**src/hw/rtl/bpet_pkg.sv**
```systemverilog
// Shared types and constants for the button press edge tracker.
`default_nettype none

package bpet_pkg;

    // Field widths of one transaction
    localparam int KEY_W      = 9;
    localparam int BTN_IDX_W  = 5;
    localparam int KIND_W     = 2;
    localparam int LEVEL_W    = 3;
    localparam int MAX_SLOTS  = 2 ** BTN_IDX_W;

    // Key code typed at the console (all ones)
    localparam logic [KEY_W-1:0] KEY_CONSOLE = '1;
    localparam logic [KEY_W-1:0] KEY_EMPTY   = '0;

    // Flag bit positions
    localparam int FLAG_HELD = 0;
    localparam int FLAG_DOWN = 1;
    localparam int FLAG_UP   = 2;

    // Sample levels in quarters
    localparam logic [LEVEL_W-1:0] LVL_ZERO  = 3'd0;
    localparam logic [LEVEL_W-1:0] LVL_QUART = 3'd1;
    localparam logic [LEVEL_W-1:0] LVL_HALF  = 3'd2;
    localparam logic [LEVEL_W-1:0] LVL_3QUART = 3'd3;
    localparam logic [LEVEL_W-1:0] LVL_FULL  = 3'd4;

    typedef enum logic [KIND_W-1:0] {
        KIND_PRESS   = 2'd0,
        KIND_RELEASE = 2'd1,
        KIND_SAMPLE  = 2'd2
    } t_kind;

    // One button table entry
    typedef struct packed {
        logic [2:0]       flags;
        logic [KEY_W-1:0] second_key;
        logic [KEY_W-1:0] first_key;
    } t_entry;

    // One result item
    typedef struct packed {
        logic               slots_full;
        logic [LEVEL_W-1:0] level_quarters;
        logic               held;
    } t_result;

endpackage

`default_nettype wire

```
**src/hw/rtl/bpet_table.sv**
```systemverilog
// Button table register file: one combinational read port, one write port.
`default_nettype none

module bpet_table #(
    parameter int DEPTH = 32,
    parameter int IDX_W = 5
) (
    input  wire                  i_clk,
    input  wire                  i_rst_n,
    input  wire [IDX_W-1:0]      i_rd_idx,
    output bpet_pkg::t_entry     o_rd_entry,
    input  wire                  i_wr_en,
    input  wire [IDX_W-1:0]      i_wr_idx,
    input  wire bpet_pkg::t_entry i_wr_entry
);
    import bpet_pkg::*;

    t_entry r_mem [DEPTH];

    // Read the addressed entry
    assign o_rd_entry = r_mem[i_rd_idx];

    // Clear all entries on reset, write one entry per cycle
    always_ff @(posedge i_clk) begin
        if (!i_rst_n) begin
            for (int i = 0; i < DEPTH; i++) begin
                r_mem[i] <= '0;
            end
        end else if (i_wr_en) begin
            r_mem[i_wr_idx] <= i_wr_entry;
        end
    end

endmodule

`default_nettype wire

```
**src/hw/rtl/bpet_update.sv**
```systemverilog
// Next-entry and result logic for one press, release or sample event.
`default_nettype none

module bpet_update (
    input  wire bpet_pkg::t_entry            i_entry,
    input  wire [bpet_pkg::KIND_W-1:0]       i_kind,
    input  wire [bpet_pkg::KEY_W-1:0]        i_key,
    output bpet_pkg::t_entry                 o_entry,
    output bpet_pkg::t_result                o_result
);
    import bpet_pkg::*;

    logic               w_held;
    logic               w_dn;
    logic               w_up;
    logic [LEVEL_W-1:0] w_level;

    assign w_held = i_entry.flags[FLAG_HELD];
    assign w_dn   = i_entry.flags[FLAG_DOWN];
    assign w_up   = i_entry.flags[FLAG_UP];

    // Map held and edge latches to a level in quarters
    always_comb begin
        unique case ({w_dn, w_up})
            2'b10:   w_level = w_held ? LVL_HALF   : LVL_ZERO;
            2'b00:   w_level = w_held ? LVL_FULL   : LVL_ZERO;
            2'b11:   w_level = w_held ? LVL_3QUART : LVL_QUART;
            default: w_level = LVL_ZERO;
        endcase
    end

    // Apply the event to the entry
    always_comb begin
        o_entry  = i_entry;
        o_result = '0;
        unique case (t_kind'(i_kind))
            KIND_PRESS: begin
                if (i_key != i_entry.first_key && i_key != i_entry.second_key) begin
                    priority if (i_entry.first_key == KEY_EMPTY) begin
                        o_entry.first_key = i_key;
                    end else if (i_entry.second_key == KEY_EMPTY) begin
                        o_entry.second_key = i_key;
                    end else begin
                        o_result.slots_full = 1'b1;
                    end
                    // First press latches held and the down edge
                    if (!o_result.slots_full && !w_held) begin
                        o_entry.flags[FLAG_HELD] = 1'b1;
                        o_entry.flags[FLAG_DOWN] = 1'b1;
                    end
                end
            end
            KIND_RELEASE: begin
                if (i_key == KEY_CONSOLE) begin
                    // Console release drops both keys
                    o_entry.first_key  = KEY_EMPTY;
                    o_entry.second_key = KEY_EMPTY;
                    o_entry.flags      = 3'b000;
                    o_entry.flags[FLAG_UP] = 1'b1;
                end else if (i_entry.first_key == i_key ||
                             i_entry.second_key == i_key) begin
                    if (i_entry.first_key == i_key) begin
                        o_entry.first_key = KEY_EMPTY;
                    end else begin
                        o_entry.second_key = KEY_EMPTY;
                    end
                    // Last key gone: drop held, latch the up edge
                    if (o_entry.first_key == KEY_EMPTY &&
                        o_entry.second_key == KEY_EMPTY && w_held) begin
                        o_entry.flags[FLAG_HELD] = 1'b0;
                        o_entry.flags[FLAG_UP]   = 1'b1;
                    end
                end
            end
            KIND_SAMPLE: begin
                o_result.level_quarters  = w_level;
                o_entry.flags[FLAG_DOWN] = 1'b0;
                o_entry.flags[FLAG_UP]   = 1'b0;
            end
            default: begin
                o_entry = i_entry;
            end
        endcase
        o_result.held = o_entry.flags[FLAG_HELD];
    end

endmodule

`default_nettype wire

```
**src/hw/rtl/button_press_edge_tracker.sv**
```systemverilog
// Top level of the button press edge tracker.
//
// Input stream (s_axis): one event per transaction. tuser carries the kind
// (press, release, sample); tdata carries button_index in bits [4:0] and
// key_code in bits [13:5]. A key_code of all ones is the console key.
// Output stream (m_axis): one result per event. tdata bit 0 is held,
// bits [3:1] the sample level in quarters, bit 4 the slots-full flag.
// Each event is registered in the input register, where the read-modify-write of
// its button table entry is done, and its result is registered in the output
// register; one event per cycle is sustained while the receiver does not stall.
// The per-cycle rate is set by the single read and write port of the button table.
// Reset clears all key slots and flags at once; the block accepts events
// in the first cycle after reset is released. When the receiver stalls,
// one result waits in the output register and one event in the input
// register; s_axis_tready then drops until the result is taken.
// Events for a button index at or above NUM_BUTTONS leave the table alone
// and return an all-zero result.
`default_nettype none

module button_press_edge_tracker #(
    parameter int NUM_BUTTONS = 32
) (
    input  wire         i_clk,
    input  wire         i_rst_n,
    input  wire         s_axis_tvalid,
    output logic        s_axis_tready,
    input  wire  [15:0] s_axis_tdata,   // button_index[4:0], key_code[13:5], zero[15:14]
    input  wire  [1:0]  s_axis_tuser,   // kind[1:0]
    output logic        m_axis_tvalid,
    input  wire         m_axis_tready,
    output logic [7:0]  m_axis_tdata    // held[0], level_quarters[3:1], slots_full[4], zero[7:5]
);
    import bpet_pkg::*;

    localparam int DEPTH = (NUM_BUTTONS < MAX_SLOTS) ? NUM_BUTTONS : MAX_SLOTS;
    localparam int IDX_W = (DEPTH > 1) ? $clog2(DEPTH) : 1;

    logic                 r_in_valid, n_in_valid;
    logic [KIND_W-1:0]    r_in_kind,  n_in_kind;
    logic [BTN_IDX_W-1:0] r_in_idx,   n_in_idx;
    logic [KEY_W-1:0]     r_in_key,   n_in_key;
    logic                 r_out_valid, n_out_valid;
    t_result              r_out, n_out;

    logic       w_in_take;
    logic       w_fire;
    logic       w_in_range;
    logic [IDX_W-1:0] w_sel;
    t_entry     w_rd_entry;
    t_entry     w_wr_entry;
    t_result    w_result;

    assign w_fire        = r_in_valid && (!r_out_valid || m_axis_tready);
    assign s_axis_tready = !r_in_valid || w_fire;
    assign w_in_take     = s_axis_tvalid && s_axis_tready;
    assign w_in_range    = 32'(r_in_idx) < NUM_BUTTONS;
    assign w_sel         = w_in_range ? IDX_W'(r_in_idx) : '0;

    bpet_table #(
        .DEPTH (DEPTH),
        .IDX_W (IDX_W)
    ) u_table (
        .i_clk      (i_clk),
        .i_rst_n    (i_rst_n),
        .i_rd_idx   (w_sel),
        .o_rd_entry (w_rd_entry),
        .i_wr_en    (w_fire && w_in_range),
        .i_wr_idx   (w_sel),
        .i_wr_entry (w_wr_entry)
    );

    bpet_update u_update (
        .i_entry  (w_rd_entry),
        .i_kind   (r_in_kind),
        .i_key    (r_in_key),
        .o_entry  (w_wr_entry),
        .o_result (w_result)
    );

    // Advance the input and result registers
    always_comb begin
        n_in_valid  = r_in_valid;
        n_in_kind   = r_in_kind;
        n_in_idx    = r_in_idx;
        n_in_key    = r_in_key;
        n_out_valid = r_out_valid;
        n_out       = r_out;
        if (m_axis_tready) begin
            n_out_valid = 1'b0;
        end
        if (w_fire) begin
            n_in_valid  = 1'b0;
            n_out_valid = 1'b1;
            n_out       = w_in_range ? w_result : '0;
        end
        if (w_in_take) begin
            n_in_valid = 1'b1;
            n_in_kind  = s_axis_tuser;
            n_in_idx   = s_axis_tdata[BTN_IDX_W-1:0];
            n_in_key   = s_axis_tdata[BTN_IDX_W+KEY_W-1:BTN_IDX_W];
        end
    end

    always_ff @(posedge i_clk) begin
        if (!i_rst_n) begin
            r_in_valid  <= 1'b0;
            r_out_valid <= 1'b0;
        end else begin
            r_in_valid  <= n_in_valid;
            r_out_valid <= n_out_valid;
        end
    end

    // Payload registers hold without reset
    always_ff @(posedge i_clk) begin
        r_in_kind <= n_in_kind;
        r_in_idx  <= n_in_idx;
        r_in_key  <= n_in_key;
        r_out     <= n_out;
    end

    assign m_axis_tvalid = r_out_valid;
    assign m_axis_tdata  = {3'b000, r_out};

    // Refused press never reports a level
    a_full_no_level: assert property (@(posedge i_clk) disable iff (!i_rst_n)
        m_axis_tvalid && m_axis_tdata[4] |-> m_axis_tdata[3:1] == LVL_ZERO)
        else $error("slots_full result carries a level");

    // Level never above one
    a_level_range: assert property (@(posedge i_clk) disable iff (!i_rst_n)
        m_axis_tvalid |-> m_axis_tdata[3:1] <= LVL_FULL)
        else $error("level above full scale");

    // Half and full levels come only from a held button
    a_level_held: assert property (@(posedge i_clk) disable iff (!i_rst_n)
        m_axis_tvalid && (m_axis_tdata[3:1] == LVL_HALF || m_axis_tdata[3:1] == LVL_FULL)
        |-> m_axis_tdata[0])
        else $error("held level without held flag");

    // Input stalls only behind a stalled result
    a_stall_cause: assert property (@(posedge i_clk) disable iff (!i_rst_n)
        !s_axis_tready |-> r_in_valid && r_out_valid && !m_axis_tready)
        else $error("input stalled without a stalled result");

    // A processed event yields a result in the next cycle
    a_fire_result: assert property (@(posedge i_clk) disable iff (!i_rst_n)
        w_fire |=> m_axis_tvalid)
        else $error("processed event produced no result");

endmodule

`default_nettype wire
```
**config.mk**
```make
export PLATFORM = sky130hd
export DESIGN_NAME = button_press_edge_tracker
export DESIGN_NICKNAME = d
export VERILOG_FILES = /design/src/hw/rtl/bpet_pkg.sv /design/src/hw/rtl/bpet_table.sv /design/src/hw/rtl/bpet_update.sv /design/src/hw/rtl/button_press_edge_tracker.sv
export SDC_FILE = /design/constraint.sdc
export NUM_CORES = 1
export LEC_CHECK = 0
export BUFFER_PORTS_ARGS = -buffer_cell sky130_fd_sc_hd__clkbuf_2
export CORE_UTILIZATION = 60
export CTS_CLUSTER_SIZE = 8
export DETAILED_ROUTE_END_ITERATION = 16
export PLACE_DENSITY = 0.73
export SLEW_MARGIN = 20
export SYNTH_ARGS = -nofsm -noshare
export SYNTH_HDL_FRONTEND = slang
export SYNTH_SLANG_ARGS = --single-unit
```
**constraint.sdc**
```tcl
create_clock -name i_clk -period 7.3 [get_ports i_clk]
set_input_delay 1.46 -clock i_clk [delete_from_list [all_inputs] [get_ports i_clk]]
set_output_delay 1.46 -clock i_clk [all_outputs]
set_load 0.01 [all_outputs]
```
==> results.cfg, run 1 <==
[outcome]
outcome = finished clean

[floorplan]
die_y_um = 229
core_um2 = 50600
ios = 32
floorplan.rows = 82
initial_core_util = 0.613
die_x_um = 229
dieArea_um2 = 52600

[power]
powerDensity_nw_per_um2 = 282
leakagePower_nw = 12.3
peakVddDrop_uv = 180

[timing]
finClkSkew_ns = 0.0198
setup-tns-final_ns = 0
rsz0062_at_grt = no
slew_headroom = 0.229
fmax_ghz = 0.167
tightest_slew_ns = 1.15
slew_violations = 0
finalSetupViolCount = 0
hold_violations = 0
period_share = 0.819
period_needed_ns = 5.98

[placed_design]
place_congestion = 0.917
hpwl_um = 49400
dp_cells = 2807
dpl-instance-area_um2 = 31900
io_buffers = 26

[yosys]
postSynthAreaPerCell_um2 = 14.0
synth-seq-cells = 700
yosysUniqueCellTypes = 55
synth-async-reset-ratio = 0
yosys_warnings = 0
yosysSeqAreaShare = 0.675
syn-cell-area_um2 = 31000
syn_inst = 2208
synth_ff_type = edfxtp_1
synth-edff-count = 693

[cts]
cts_root_buffer = clkbuf_16
cts_buffers = 97
cts_tree = yes
cts_hold_buf = 0
h-tree-depth = 3
clk_path_buf_depth = 3
cts_resized = 0
clkTransAtPathRegs_ns = 0.05
cts_setup_buffers = 0
cts_sinks = 700
clk_latency_ns = 0.64

[detailed_routing]
post_drt_wl_per_cell_um = 28.0
first_pass_iters = 5
drt_iter0_drc = 2689
drcViolationCount = 0
drt_wl_total_um = 82000
via_count = 19300
drt-vias-per-instance = 6.58
drtAntennaViolNets = 0

[run]
maxCapViolCount = 0

[layout]
nets = 2260
syn2layout_area_growth_pct = 11.2
postLayoutCoreUtil = 0.682
instances_no_fill = 2933
final_area_um2 = 34500
final_cell_mix = nor2_1 (701), edfxtp_1 (693), mux4_2 (134)
drive_gt1_frac = 0.187
antenna_cells = 0
final_common_cell = nor2_1
n_fill_cell = 3383

[worst_hold_path]
min_path_type = register to register
hp-start = r_in_valid
whs_path_depth = 1

[critical_path]
ff2ff_path_depth = 13
worst_setup_path_start_kind = register
worst_ep_arrival_time_ns = 6.33
crit_type = register to register
critical_path.max_fanout = 49
cp.required_ns = 7.65
endpoint_kind = register

[grt]
grt_pass1_vias = 19000
grtUsageTotal = 0.318
grt_pass1_wl_um = 120000
grt_max_degree = 58
grt_antenna_before_repair = 1
grt_overflow = 0
==> worst max-delay path, stage by stage, from the launching register on <==
cell     delay (ns)
dfxtp_4        0.98
buf_4          0.53
mux4_2         0.58
mux4_2         0.51
mux2i_1        0.33
inv_1          0.12
nor2_1         0.14
nand2_1        0.09
or4_1          0.45
or4_1          0.77
a22o_4         0.44
a21oi_4        0.16
buf_4          0.44
nor2_1         0.09
==> cell type report <==
type | instances | area, um^2 | area share
inverters | 23 | 86.3 | 0.00250
well taps | 672 | 841 | 0.0244
multi-input cells | 1288 | 9090 | 0.264
clock inverters | 8 | 81.3 | 0.00236
repair buffers | 124 | 903 | 0.0262
flip-flops and latches | 700 | 21000 | 0.608
clock buffers | 118 | 2510 | 0.0727
==> power breakdown <==
part / switching (mW) / total, mW / internal (mW)
clock network: 1.57 / 3.94 / 2.37
logic: 0.766 / 1.13 / 0.362
registers: 0.0834 / 4.65 / 4.57
total: 2.42 / 9.72 / 7.30
==> synthesized netlist by cell type (2+ instances only) <==
cell type,instances,area share
ha_1,4,0.0016
nand3_1,25,0.0040
and4_1,2,0.00056
a31o_2,3,0.00085
o21a_1,4,0.00097
edfxtp_1,693,0.67
mux2i_1,114,0.037
buf_1,13,0.0016
dfxtp_1,7,0.0045
and2_1,4,0.00081
nor3_1,9,0.0015
a21oi_1,11,0.0018
a211oi_1,5,0.0012
nor2b_1,16,0.0032
a22oi_1,56,0.014
o21ai_1,2,0.00032
xnor2_1,14,0.0040
mux2_2,14,0.0051
nor4_1,5,0.0010
or4_1,3,0.00073
inv_1,23,0.0028
o21ai_0,6,0.00097
nor2_1,701,0.085
a21oi_4,7,0.0037
nand2b_1,8,0.0016
nand4_1,7,0.0014
mux4_2,134,0.097
nor3b_1,4,0.00097
nand2_1,93,0.011
o22ai_1,2,0.00040
o31ai_1,6,0.0015
buf_2,49,0.0079
clkbuf_1,108,0.013
buf_4,5,0.0012
a2bb2oi_1,2,0.00056
buf_6,24,0.0087
and3_1,7,0.0014
==> cell families after synthesis <==
logic type,synth area share
simple gates,0.115
fa+ha+maj,0.00161
buf+inv,0.0353
mux,0.139
xor+xnor,0.00424
compound gates,0.0288
flops,0.675
other cells,0.000121
==> final timing paths <==
path	to	slack (ns)
worst min-delay path	m_axis_tvalid	0.54
worst max-delay path	u_table.r_mem[15][10]	1.32
worst min register to register	m_axis_tvalid	0.54
worst max register to register	u_table.r_mem[15][10]	1.32
==> through the flow <==
| stage | setup WS [ns] | hold slack, ns | total power [mW] |
|---|---|---|---|
| final | 1.32 | 0.536 | 9.72 |
| after global routing | 1.14 | 0.581 | 9.95 |
| after CTS | 1.34 | 0.547 | 9.72 |
| after detailed placement | 1.37 | 0.536 | 5.82 |
| after global placement | 1.39 | 0.505 | 5.79 |
| after floorplan | 2.41 | 0.490 | 5.44 |
==> metal layers <==
metal / GRT usage / vias up / wire length [um]
met5: 0 / - / 0
met1: 0.452 / 9701 / 31000
met4: 0.143 / 0 / 3270
met3: 0.0644 / 176 / 10000
li1: - / 8057 / -
met2: 0.482 / 1352 / 37800
==> registers in the layout, indices dropped and copies added (netlist names), named ones only <==
| register | count |
|---|---|
| r_in_valid | 1 |
| r_in_idx | 5 |
| u_table.r_mem | 672 |
| r_in_kind | 2 |
| m_axis_tvalid | 1 |
| m_axis_tdata | 5 |
| r_in_key | 9 |
No activity file was read; power rests on OpenSTA's default activity.
==> run 2: changes to the inputs <==
==> constraint.sdc (replaced) <==
create_clock -name i_clk -period 5.8 [get_ports i_clk]
set_input_delay 1.16 -clock i_clk [delete_from_list [all_inputs] [get_ports i_clk]]
set_output_delay 1.16 -clock i_clk [all_outputs]
set_load 0.01 [all_outputs]
==> run 2 against run 1 <==
  * Die area did not move
  * Global-route usage grew 1.5 points
  * Hold slack got worse by 0.0069 ns
  * First-iteration DRC count is 1.2% lower
  * Register-to-register slack worse by 1.1 ns
  * Non-clock buffer count increased by 42
  * Sequential share of layout area decreased by 0.93 points
  * Design area up 1.6%
  * Utilization rose by 1.1 points
  * Combinational power grew 35%
  * Maximum frequency is 7.9% higher
  * Critical path depth decreased by 1
==> results.cfg, run 2 (synthesized netlist as in run 1, its figures left out) <==
[power]
peakVddDrop_uv = 232
powerDensity_nw_per_um2 = 356
p_int_mw = 9.35
leakagePower_nw = 12.6
p_comb_frac = 0.122
seqPwrFrac = 0.469
swShare = 0.250
clock_power_share = 0.409
power.net_switching_mw = 3.12

[detailed_routing]
drt-vias-per-instance = 6.50
drtAntennaViolNets = 0
first_pass_iters = 5
post_drt_wl_per_cell_um = 28.8
drcViolationCount = 0
drt_wl_total_um = 85600
via_count = 19300
drt_iter0_drc = 2656

[timing]
period_share = 0.956
hold_violations = 0
tightest_slew_ns = 1.08
rsz0062_at_grt = no
fin_ws_ns = 0.257
slew_headroom = 0.277
fmax_ghz = 0.180
slew_violations = 0
hold_ws_ns = 0.530
finalSetupViolCount = 0
setup-tns-final_ns = 0
period_needed_ns = 5.54
finClkSkew_ns = 0.0229

[layout]
syn2layout_area_growth_pct = 12.9
drive_gt1_frac = 0.196
n_fill_cell = 3317
final_common_cell = nor2_1
top_regs = u_table.r_mem (672), r_in_key (9)
antenna_cells = 0
nets = 2302
largest_reg_flops = 672
regMostFlops = u_table.r_mem
final_area_um2 = 35000
final_cell_mix = nor2_1 (701), edfxtp_1 (693), mux4_2 (134)

[critical_path]
crit_type = register to register
critPathTopFamily = compound AO/OA/AOI/OAI gates
endpoint_kind = register
worst_setup_path_start_kind = register
critPathSlowestCell = dfxtp_4
cp.required_ns = 6.29
path_cells = buf_4, mux4_2, mux4_2, mux2i_1, xor2_1, nand4_1, o41ai_2, nor3b_2, o21ai_1, a22oi_2, buf_4, nor2_1
worst_ep_arrival_time_ns = 6.03
critical_path.max_fanout = 53
critical_path.max_stage_delay_ns = 0.99
crit_buf_inv = 2

[grt]
grt_antenna_before_repair = 2
grt_max_degree = 54
grt_pass1_vias = 19600
grtUsageTotal = 0.334
grt_pass1_wl_um = 126000
grt_overflow = 0

[floorplan]
ios = 32
initial_core_util = 0.613
dieArea_um2 = 52600
core_um2 = 50600
die_x_um = 229
floorplan.rows = 82
die_y_um = 229

[cts]
cts_root_buffer = clkbuf_16
cts_setup_buffers = 0
cts_resized = 0
cts_hold_buf = 0
clk_path_buf_depth = 3
cts_buffers = 97
h-tree-depth = 3
clk_latency_ns = 0.65
clkTransAtPathRegs_ns = 0.05
cts_sinks = 700
cts_tree = yes

[placed_design]
pre_cts_slack_ns = 0.472
dpl-instance-area_um2 = 32300
io_buffers = 26
hpwl_um = 52800
place_congestion = 0.953

[worst_hold_path]
min_path_type = register to register

[run]
maxCapViolCount = 0

[outcome]
outcome = finished clean
[run 2: changes by cell type in the layout (fill, tap and decap cells not counted), sizes merged]
| cell | change |
|---|---|
| buf | +42 |
| clkbuf | +4 |
| clkinv | -3 |
| bufinv | +1 |
| inv | -1 |
[run 2: final timing paths]
check,startpoint,end,slack [ns],cells after the start
hold reg to reg,r_in_valid,m_axis_tvalid,0.53,1
setup / recovery,register,u_table.r_mem[27][5],0.26,12
setup reg to reg,register,u_table.r_mem[27][5],0.26,12
hold / removal,r_in_valid,m_axis_tvalid,0.53,1
[run 2: routing by layer]
metal | track usage | routed length [um] | vias up
met1 | 0.453 | 31200 | 9661
li1 | - | - | 8135
met4 | 0.140 | 3140 | 2
met5 | 0 | 17 | -
met3 | 0.0703 | 10400 | 189
met2 | 0.529 | 40800 | 1349
[run 2: layout make-up]
| class | count | area, um^2 | share of cell area |
|---|---|---|---|
| repair buffers | 166 | 1390 | 0.0398 |
| flip-flops and latches | 700 | 21000 | 0.599 |
| well taps | 672 | 841 | 0.0240 |
| clock inverters | 5 | 98.8 | 0.00282 |
| inverters | 23 | 86.3 | 0.00247 |
| multi-input cells | 1288 | 9060 | 0.259 |
| clock buffers | 122 | 2560 | 0.0732 |
[run 2: through the flow]
step	power (mW)	util	std cells
final	12.5	0.692	2976
after global routing	12.8	0.692	2976
after CTS	12.5	0.692	2976
after detailed placement	7.42	0.640	2849
after global placement	7.38	0.640	2849
after floorplan	6.84	-	2210
[run 2: power by group through the flow]
stage | Sequential (mW) | Clock (mW) | Combinational (mW)
3_5_place_dp | 5.94 | 0 | 1.48
6_report | 5.85 | 5.10 | 1.52
4_1_cts | 5.85 | 5.12 | 1.49
3_3_place_gp | 5.92 | 0 | 1.46
2_1_floorplan | 5.87 | 0 | 0.972
5_1_grt | 5.86 | 5.33 | 1.57
==> run 3: changes to the inputs <==
--- a/config.mk
+++ b/config.mk
@@ -13,4 +13,5 @@
 export SLEW_MARGIN = 20
 export SYNTH_ARGS = -nofsm -noshare
 export SYNTH_HDL_FRONTEND = slang
+export SYNTH_HIERARCHICAL = 1
 export SYNTH_SLANG_ARGS = --single-unit
==> run 3 against run 2 <==
  * Register-to-register slack improved by 0.18 ns
  * Combinational power fell by 25%
  * Clock power fell by 3%
==> results.cfg, run 3 <==
[critical_path]
critical_path.max_fanout = 19
endpoint_kind = register
cp.required_ns = 6.29
ff2ff_path_depth = 13
worst_ep_arrival_time_ns = 5.85
worst_setup_path_start_kind = register
crit_type = register to register

[timing]
setup-tns-final_ns = 0
period_share = 0.925
tightest_slew_ns = 1.19
finClkSkew_ns = 0.0241
finalSetupViolCount = 0
rsz0062_at_grt = no
period_needed_ns = 5.36
hold_violations = 0
slew_headroom = 0.205
slew_violations = 0
fmax_ghz = 0.186

[layout]
final_cell_mix = edfxtp_1 (693), and2_1 (672), mux2i_1 (336)
drive_gt1_frac = 0.135
final_area_um2 = 36800
instances_no_fill = 3196
n_fill_cell = 3725
final_common_cell = edfxtp_1
nets = 2509
syn2layout_area_growth_pct = 12.2
antenna_cells = 0
largest_reg_flops = 672
top_regs = u_table/r_mem (672), r_in_key (9)
regMostFlops = u_table/r_mem

[detailed_routing]
post_drt_wl_per_cell_um = 26.9
drt_iter0_drc = 2014
drcViolationCount = 0
drtAntennaViolNets = 0
drt_wl_total_um = 86000
via_count = 19900
drt-vias-per-instance = 6.23
first_pass_iters = 6

[yosys]
yosysSeqAreaShare = 0.636
synth-edff-count = 693
synth-async-reset-ratio = 0
syn-cell-area_um2 = 32800
synth-seq-cells = 695
synth.top_cells.by_count = edfxtp_1 (693), and2_1 (673), mux2i_1 (336)
synth_top_area_share = 0.635
postSynthAreaPerCell_um2 = 13.4
synthTopCellsByArea = edfxtp_1 (64%), and2_1 (13%), mux2i_1 (10%)
yosys_warnings = 6
yosysUniqueCellTypes = 59
yosysMostFrequentCell = edfxtp_1
syn_inst = 2453
synth_ff_type = edfxtp_1
synth_top_cell_by_area = edfxtp_1

[cts]
cts_buffers = 97
cts_sinks = 695
clk_path_buf_depth = 3
cts_root_buffer = clkbuf_16
cts_setup_buffers = 0
clkTransAtPathRegs_ns = 0.05
cts_resized = 0
h-tree-depth = 3
cts_tree = yes
cts_hold_buf = 0
clk_latency_ns = 0.64

[worst_hold_path]
min_path_type = register to register
whs_path_depth = 2

[power]
powerDensity_nw_per_um2 = 323
clock_power_share = 0.417
swShare = 0.235
p_int_mw = 9.07
power.net_switching_mw = 2.79
peakVddDrop_uv = 290
p_comb_frac = 0.096
leakagePower_nw = 14.4
seqPwrFrac = 0.487

[placed_design]
hpwl_um = 54200
io_buffers = 26
dpl-instance-area_um2 = 34100
place_congestion = 0.932
dp_cells = 3080

[floorplan]
initial_core_util = 0.608
core_um2 = 53900
die_y_um = 236
die_x_um = 236
floorplan.rows = 85
dieArea_um2 = 55500
ios = 32

[grt]
grt_pass1_vias = 19500
grt_overflow = 0
grt_antenna_before_repair = 3
grt_max_degree = 50
grtUsageTotal = 0.312
grt_pass1_wl_um = 126000

[outcome]
outcome = finished clean

[run]
maxCapViolCount = 0
-- run 3: final timing paths --
kind,startpoint,to,slack [ns]
setup / recovery,r_in_idx[2],u_table/r_mem[13][20],0.44
setup reg to reg,r_in_idx[2],u_table/r_mem[13][20],0.44
hold / removal,m_axis_tvalid,r_in_valid,0.54
hold reg to reg,m_axis_tvalid,r_in_valid,0.54
-- run 3: per-stage QoR --
stage / worst slack [ns] / hold WS (ns) / total power [mW] / util
finish: 0.436 / 0.541 / 11.9 / 0.682
global route: 0.399 / 0.570 / 12.2 / 0.682
CTS: 0.603 / 0.544 / 11.9 / 0.680
detailed placement: 0.636 / 0.532 / 6.98 / 0.633
global placement: 0.592 / 0.509 / 6.95 / 0.633
floorplan: 1.56 / 0.529 / 6.47 / -
-- run 3: layout make-up --
type                       count  area (um^2)  area share
inverter                      11         41.3     0.00112
clock inverter                 3         33.8    0.000919
clock buffer                 113         2550      0.0694
tap                          696          871      0.0237
multi-input combinational   1522        11100       0.303
timing repair buffer         156         1290      0.0352
sequential                   695        20900       0.567
-- run 3: power by group through the flow --
stage / clock network (mW) / registers (mW) / logic, mW
floorplan: 0 / 5.85 / 0.622
global placement: 0 / 5.85 / 1.10
detailed placement: 0 / 5.86 / 1.12
CTS: 5.01 / 5.77 / 1.12
global route: 5.22 / 5.78 / 1.19
finish: 4.95 / 5.77 / 1.14
-- run 3: cell families (layout without fill, tap and decap cells) --
kind of cell,count (synthesis),in the layout,synth area share
xor+xnor,18,18,0.00481
buf+inv,238,283,0.0339
simple gates,911,911,0.168
fa+ha+maj,4,4,0.00153
mux,337,337,0.103
flops,695,695,0.636
compound gates,249,249,0.0520
other cells,1,3,0.000114
-- run 3: critical path, cell delays in order (launching register included) --
cell and delay, ns:
edfxtp_1 0.82, and2_2 0.66, buf_4 0.28, a22o_1 0.19, nor3_1 0.08, a31oi_1 0.43, nand3_1 0.40, xor2_1 0.25
nor3_1 0.43, nand4_4 0.22, o311a_1 0.39, nor2_2 0.50, buf_4 0.34, and2_1 0.18
-- run 3: per-layer routing --
metal / part of all wire / GRT usage / vias up
met5: 0.00036 / 0 / -
met4: 0.033 / 0.110 / 4
met3: 0.080 / 0.0609 / 169
met2: 0.48 / 0.499 / 857
met1: 0.41 / 0.428 / 9995
li1: - / - / 8886
